**src/design/wsts_pkg.sv**
```systemverilog
package wsts_pkg;

   localparam int TOTAL_BITS = 25;
   localparam int LEAF_BITS  = 9;
   localparam int OP_BITS    = 3;
   localparam int CSR_BITS   = 4;
   localparam int FRAC_BITS  = 16;
   localparam int WIN_BITS   = 16;
   localparam logic [CSR_BITS-1:0] LEVELS_RESET = 4'd9;
   localparam logic [CSR_BITS-1:0] LEVELS_MIN   = 4'd3;

   localparam logic [OP_BITS-1:0] OP_SET_PATH  = 3'd0;
   localparam logic [OP_BITS-1:0] OP_SET_ROOT  = 3'd1;
   localparam logic [OP_BITS-1:0] OP_REBUILD   = 3'd2;
   localparam logic [OP_BITS-1:0] OP_SAMPLE    = 3'd3;
   localparam logic [OP_BITS-1:0] OP_CLEAR     = 3'd4;

   typedef enum logic [12:0] {
      ST_CLRR  = 13'b0000000000001,
      ST_IDLE  = 13'b0000000000010,
      ST_CLR   = 13'b0000000000100,
      ST_SET   = 13'b0000000001000,
      ST_UP    = 13'b0000000010000,
      ST_ADJRD = 13'b0000000100000,
      ST_ADJ   = 13'b0000001000000,
      ST_RBRD  = 13'b0000010000000,
      ST_RBWR  = 13'b0000100000000,
      ST_MUL   = 13'b0001000000000,
      ST_WALK  = 13'b0010000000000,
      ST_HIT   = 13'b0100000000000,
      ST_DONE  = 13'b1000000000000
   } state_type;

   typedef enum logic [3:0] {
      CMD_NONE,
      CMD_LOAD,
      CMD_CLR,
      CMD_SET,
      CMD_UP,
      CMD_ADJRD,
      CMD_ADJ,
      CMD_RBRD,
      CMD_RBWR,
      CMD_MUL,
      CMD_WALK,
      CMD_HIT
   } cmd_type;

   typedef struct packed {
      logic up_last;
      logic rb_last;
      logic walk_leaf;
      logic clr_last;
   } status_type;

endpackage

```
**src/design/wsts_ctrl.sv**
```systemverilog
module wsts_ctrl (
   input  logic                            clock,
   input  logic                            reset,
   input  logic                            start,
   input  logic [wsts_pkg::OP_BITS-1:0]    req_opcode,
   input  wsts_pkg::status_type            status,
   output wsts_pkg::cmd_type               cmd,
   output logic                            busy,
   output logic                            rsp_valid
);

   wsts_pkg::state_type state_ff, state_in;

   always_ff @(posedge clock) begin
      if (reset) begin
         state_ff <= wsts_pkg::ST_CLRR;
      end else begin
         state_ff <= state_in;
      end
   end

   always_comb begin
      state_in = state_ff;
      cmd      = wsts_pkg::CMD_NONE;
      unique case (state_ff)
         wsts_pkg::ST_IDLE, wsts_pkg::ST_DONE: begin
            state_in = wsts_pkg::ST_IDLE;
            if (start) begin
               cmd = wsts_pkg::CMD_LOAD;
               unique case (req_opcode)
                  wsts_pkg::OP_SET_PATH: state_in = wsts_pkg::ST_SET;
                  wsts_pkg::OP_SET_ROOT: state_in = wsts_pkg::ST_ADJRD;
                  wsts_pkg::OP_REBUILD:  state_in = wsts_pkg::ST_RBRD;
                  wsts_pkg::OP_SAMPLE:   state_in = wsts_pkg::ST_MUL;
                  wsts_pkg::OP_CLEAR:    state_in = wsts_pkg::ST_CLR;
                  default:               state_in = wsts_pkg::ST_DONE;
               endcase
            end
         end
         wsts_pkg::ST_CLRR: begin
            cmd = wsts_pkg::CMD_CLR;
            if (status.clr_last) state_in = wsts_pkg::ST_IDLE;
         end
         wsts_pkg::ST_CLR: begin
            cmd = wsts_pkg::CMD_CLR;
            if (status.clr_last) state_in = wsts_pkg::ST_DONE;
         end
         wsts_pkg::ST_SET: begin
            cmd      = wsts_pkg::CMD_SET;
            state_in = wsts_pkg::ST_UP;
         end
         wsts_pkg::ST_UP: begin
            cmd = wsts_pkg::CMD_UP;
            if (status.up_last) state_in = wsts_pkg::ST_DONE;
         end
         wsts_pkg::ST_ADJRD: begin
            cmd      = wsts_pkg::CMD_ADJRD;
            state_in = wsts_pkg::ST_ADJ;
         end
         wsts_pkg::ST_ADJ: begin
            cmd      = wsts_pkg::CMD_ADJ;
            state_in = wsts_pkg::ST_DONE;
         end
         wsts_pkg::ST_RBRD: begin
            cmd      = wsts_pkg::CMD_RBRD;
            state_in = wsts_pkg::ST_RBWR;
         end
         wsts_pkg::ST_RBWR: begin
            cmd      = wsts_pkg::CMD_RBWR;
            state_in = status.rb_last ? wsts_pkg::ST_DONE : wsts_pkg::ST_RBRD;
         end
         wsts_pkg::ST_MUL: begin
            cmd      = wsts_pkg::CMD_MUL;
            state_in = wsts_pkg::ST_WALK;
         end
         wsts_pkg::ST_WALK: begin
            cmd = wsts_pkg::CMD_WALK;
            if (status.walk_leaf) state_in = wsts_pkg::ST_HIT;
         end
         wsts_pkg::ST_HIT: begin
            cmd      = wsts_pkg::CMD_HIT;
            state_in = wsts_pkg::ST_DONE;
         end
         default: begin
            state_in = wsts_pkg::ST_CLRR;
         end
      endcase
   end

   assign busy      = (state_ff != wsts_pkg::ST_IDLE) && (state_ff != wsts_pkg::ST_DONE);
   assign rsp_valid = (state_ff == wsts_pkg::ST_DONE);

endmodule

```
**config.mk**
```make
export PLATFORM = sky130hd
export DESIGN_NAME = wsts_ctrl
export DESIGN_NICKNAME = d
export VERILOG_FILES = /design/src/design/wsts_pkg.sv /design/src/design/wsts_ctrl.sv
export SDC_FILE = /design/constraint.sdc
export NUM_CORES = 1
export LEC_CHECK = 0
export BUFFER_PORTS_ARGS = -buffer_cell sky130_fd_sc_hd__buf_2
export CELL_PAD_IN_SITES_DETAIL_PLACEMENT = 1
export CELL_PAD_IN_SITES_GLOBAL_PLACEMENT = 1
export CORE_ASPECT_RATIO = 1.4
export CORE_MARGIN = 2
export CORE_UTILIZATION = 36
export CTS_CLUSTER_DIAMETER = 40
export DETAILED_ROUTE_END_ITERATION = 10
export PLACE_DENSITY = 0.74
export RECOVER_POWER = 25
export SLEW_MARGIN = 20
export SYNTH_ARGS = -nofsm -noshare
export SYNTH_HDL_FRONTEND = slang
export SYNTH_SLANG_ARGS = --single-unit
```
**constraint.sdc**
```tcl
create_clock -name clock -period 1.7 [get_ports clock]
set_input_delay 0.17 -clock clock [delete_from_list [all_inputs] [get_ports clock]]
set_output_delay 0.17 -clock clock [all_outputs]
set_load 0.02 [all_outputs]
```
Word-level counts from Yosys, hierarchy flattened --
Cells that the tools add are included.
Word-level totals: logic and storage cells 40, output and inout bits 6, register bits after elaboration 13
Cells by class: eq/ne operators 23, muxes and demuxes 10, reductions and logical operators 6
Operators by type and width (count):
- 13-bit case mux with 11 select lines | 1
- 13-bit 2-to-1 mux | 6
- 13-bit case mux with 5 select lines | 1
- 4-bit case mux with 11 select lines | 1
- 13-bit by 1-bit equality test with 1-bit output (second input constant) | 1
- 13-bit by 10-bit equality test with 1-bit output (second input constant) | 1
- 13-bit by 11-bit equality test with 1-bit output (second input constant) | 1
- 13-bit by 12-bit equality test with 1-bit output (second input constant) | 1
- 13-bit equality test (second input constant) | 1
- 13-bit by 2-bit equality test with 1-bit output (second input constant) | 1
- 13-bit by 3-bit equality test with 1-bit output (second input constant) | 1
- 13-bit by 4-bit equality test with 1-bit output (second input constant) | 1
- 13-bit by 5-bit equality test with 1-bit output (second input constant) | 1
- 13-bit by 6-bit equality test with 1-bit output (second input constant) | 1
- 13-bit by 7-bit equality test with 1-bit output (second input constant) | 1
- 13-bit by 8-bit equality test with 1-bit output (second input constant) | 1
- 13-bit by 9-bit equality test with 1-bit output (second input constant) | 1
- 13-bit != test (second input constant) | 1
- 13-bit by 2-bit != test with 1-bit output (second input constant) | 1
- 2-bit != test (second input constant) | 4
- 3-bit by 2-bit equality test with 1-bit output (second input constant) | 2
- 2-bit OR reduction | 3
- 4-bit AND reduction | 1
- 3-bit by 1-bit equality test with 1-bit output (second input constant) | 1
- 4 further kinds | 4

Longest topological paths before layout --
depth in word-level cells 4, mapped depth 7, gate-level depth less buffers 5

Least setup slack after synthesis --
No wires, ideal clock.
kind reg-to-reg, start reg state_ff[10], end reg state_ff[0], setup time 120 ps, arrival time 1715 ps, stages on the path, launching flop included 7, path slack -134 ps, period minus slack after synthesis 1834 ps, cells stage by stage dfxtp_1 buf_4 nor4_4 nand3_4 a31oi_2 a211oi_2 a211o_1
On the way: cells in the longest elaborated chain, start to end 3, elaborated cells on any way between the ends 21
Ends and longest elaborated chain:
- start, declared | line wsts_ctrl.sv:12 | wsts_pkg::state_type state_ff, state_in;
- start signal, assigned | line wsts_ctrl.sv:16 | state_ff <= wsts_pkg::ST_CLRR;
- start signal, assigned | line wsts_ctrl.sv:18 | state_ff <= state_in;
- 13-bit by 12-bit equality test with 1-bit output, or another cell as far along | line wsts_ctrl.sv:25 | unique case (state_ff)
- 2-bit OR reduction (no source line), or another cell as far along
- 13-bit case mux with 11 select lines or 4-bit AND reduction (tied branches)
Several ways; a longest one is shown, not always the timed one. A chain may end at the register's enable or synchronous reset.

Final worst setup path --
start reg state_ff[8], end out cmd[0]
On the way: cells in the longest elaborated chain, start to end 3, elaborated cells on any way between the ends 16
Ends and longest elaborated chain:
- 13-bit by 3-bit equality test with 1-bit output, or another cell as far along | line wsts_ctrl.sv:25
- 2-bit OR reduction, on equally long branches
- 4-bit case mux with 11 select lines * | line wsts_ctrl.sv:25
- end, declared | line wsts_ctrl.sv:7 | output wsts_pkg::cmd_type cmd,
Every way passes the cells marked *; elsewhere a longest branch is shown, timed or not.

==> out/metrics.yaml <==
critical_path:
  r2r_cells: 8
  required_ns: 1.53
  worst_setup_path_end_kind: "output pin"
  rr_startpoint: "state_ff[8]"
  startpoint_type: "register"
  r2r-end: "state_ff[1]"
  r2r_slack_ns: -0.24
  arrival_ns: 1.86
  path_class: "reg2out"
  crit_fanout: 5
  crit_end: "cmd[0]"
  crit_start: "state_ff[8]"
power:
  p_per_area_nw_per_um2: 968
  comb_power_share_pct: 64.2
  clkPwrFrac_pct: 13.2
  p_int_w: 0.000876
  p_seq_share_pct: 22.6
  leakage_nw: 0.635
  switching_share_pct: 43.8
  peakVddDrop_mv: 0.688
  p_sw_w: 0.000684
layout:
  antenna_cells: 0
  top_register: "state_ff"
  largestRegisters: "state_ff: 13 flops"
  largest_register_ffs: 13
  drive_above_1_share_pct: 58.4
  fill_cells: 296
  final_cells: 202
  nets: 177
  syn_to_final_growth_pct: 70.8
  fin_util_pct: 63.0
outcome:
  status: "finished with violations"
  violations: "setup timing"
synthesis:
  synthArstFlopShare_pct: 0
  synth_edf_count: 0
  yosys_warnings: 0
  yosysUniqueCellTypes: 45
  synth_area_um2: 943
  syn_area_per_cell_um2: 8.20
  syn-instance-count: 115
  synth_flop_cell: "dfxtp_1"
  yosysSeqAreaShare_pct: 27.6
  syn_nets: 125
  synth_seq_cells: 13
sta:
  finalCriticalPeriod_ns: 2.03
  maxSlewViolCount: 0
  setup_viol: 11
  fmax_mhz: 493
  relSlewSlack_pct: 73.9
  worst_slack_ns: -0.330
  clock_skew_ns: 0.00117
  holdWs_ns: 0.0801
  rsz0062_at_grt: "true"
  tightest_slew_ns: 0.389
  finalHoldViolCount: 0
  period_share_pct: 119
cts:
  cts_max_level: 1
  clk_pin_slew_worst_paths_ns: 0.09
  cts.path.max_buffers: 2
  insertion_delay_ns: 0.28
  clock_sinks: 13
  cts_tree: "built"
  cts_root_buffer: "clkbuf_4"
  cts_buffers: 3
job:
  drv_cap: 0
placement:
  dp_hpwl_mm: 2.32
  gp_congestion: 0.879
  post-place-ws_ns: -0.102
  place_inst: 183
  io_buffer_count: 15
routing:
  first_pass_iters: 4
  wl_per_cell_um: 19.8
  routed_wl_mm: 3.99
  vias: 1140
  drc: 0
  drtIter0Drc: 30
  vias_per_cell: 5.64
  ant_nets: 0
floorplanning:
  die_w_um: 47.3
  top_level_ports: 16
  row_count: 22
  die_area_um2: 3050
  start_util_pct: 36.9
  core_area_um2: 2560
  chipHeight_um: 64.6
grt:
  antenna_found_initial: 0
  track_usage_pct: 25.6
  grt_first_pass_wirelength_mm: 5.53
  overflow: 0
  grt_pass1_vias: 1175
  grt_max_degree: 12
worst_hold_path:
  hold_class: "in2reg"
-- critical path, stage by stage, from the launching register on --
cell and delay [ns]:
dfxtp_4 0.38, nor4_4 0.34, buf_4 0.19, and3_2 0.20, nand3_2 0.11, o41ai_2 0.07
or3_1 0.17, buf_6 0.12
-- cell usage after synthesis, types with 2 or more instances --
library cell	instances	share of area, %
a21oi_1	2	1.1
a31oi_1	2	1.3
buf_2	3	1.6
buf_4	2	1.6
clkbuf_1	3	1.2
dfxtp_1	13	28
inv_1	3	1.2
nand2_1	2	0.80
nand3_1	7	3.7
nand3b_1	3	2.4
nand4_1	3	2.0
nor2_1	16	6.4
nor3_1	6	3.2
nor3b_1	4	3.2
nor4_1	3	2.0
nor4_2	2	2.7
nor4b_1	3	2.8
o21ai_0	4	2.1
or3_1	2	1.3
or3b_1	2	1.9
xnor2_1	4	3.7
xor2_1	3	2.8
-- cells in the final DEF, fill, tap and decap left out, types with 3 or more instances in the layout --
cell type,synthesis,final
buf_4,2,35
nor2_1,16,14
buf_6,0,10
buf_2,3,9
nor3_1,6,6
dfxtp_1,13,6
nand3_2,0,4
xnor2_1,4,4
o21ai_0,4,4
dfxtp_2,0,4
nor4_4,1,3
nor4_2,2,3
nand4_1,3,3
nand3b_1,3,3
nor3b_1,4,3
inv_1,3,3
clkbuf_4,0,3
dfxtp_4,0,3
-- power groups by stage --
stage	registers [W]	clock network [W]	logic (W)
6_report	0.000353	0.000206	0.00100
5_1_grt	0.000356	0.000227	0.00106
4_1_cts	0.000355	0.000211	0.000743
3_5_place_dp	0.000361	0	0.000671
3_3_place_gp	0.000358	0	0.000651
2_1_floorplan	0.000349	0	0.000438
-- cell type report --
| class | count | area, µm² | area share [%] |
|---|---|---|---|
| multi-input cells | 91 | 817 | 50.7 |
| repair buffers | 55 | 435 | 27.0 |
| flip-flops and latches | 13 | 277 | 17.2 |
| well taps | 36 | 45.0 | 2.80 |
| clock buffers | 4 | 26.3 | 1.63 |
| inverters | 3 | 11.3 | 0.699 |
-- repair_timing --
action                     CTS  global route
setup endpoints to repair   10            15
gates cloned                 0             0
hold buffers                 0             0
pin swaps                    7            16
buffers inserted             9             8
gates resized for setup     28            28
-- worst min path at each step --
stage | from | to | cells past startpoint
6_report | req_opcode[1] | state_ff[5] | 2
3_5_place_dp | req_opcode[1] | state_ff[5] | 2
2_1_floorplan | req_opcode[1] | state_ff[5] | 1
5_1_grt | req_opcode[1] | state_ff[5] | 2
3_3_place_gp | req_opcode[1] | state_ff[5] | 2
4_1_cts | req_opcode[1] | state_ff[5] | 2
-- layer usage --
metal	part of all wire, %	routed length [µm]	vias to the layer above	GRT usage, %
met3	3.1	123	17	4.74
met4	4.2	167	0	11.8
met5	0	0	-	0
met2	56	2230	32	44.3
met1	37	1470	560	28.3
li1	-	-	531	-
-- logic make-up after synthesis --
family | share of synthesized area [%]
xor+xnor | 6.50
simple gates | 46.0
flops | 27.6
buf+inv | 5.57
compound gates | 14.3
-- metrics by stage --
step / power [W] / setup TNS (ns) / cell area, µm²
6_report: 0.00156 / -2.24 / 1610
2_1_floorplan: 0.000787 / -0.0662 / 960
4_1_cts: 0.00131 / -0.869 / 1410
3_5_place_dp: 0.00103 / -0.351 / 1220
5_1_grt: 0.00165 / -3.13 / 1610
3_3_place_gp: 0.00101 / -0.234 / 1220
Note: power is estimated with default switching activity, not from simulation.
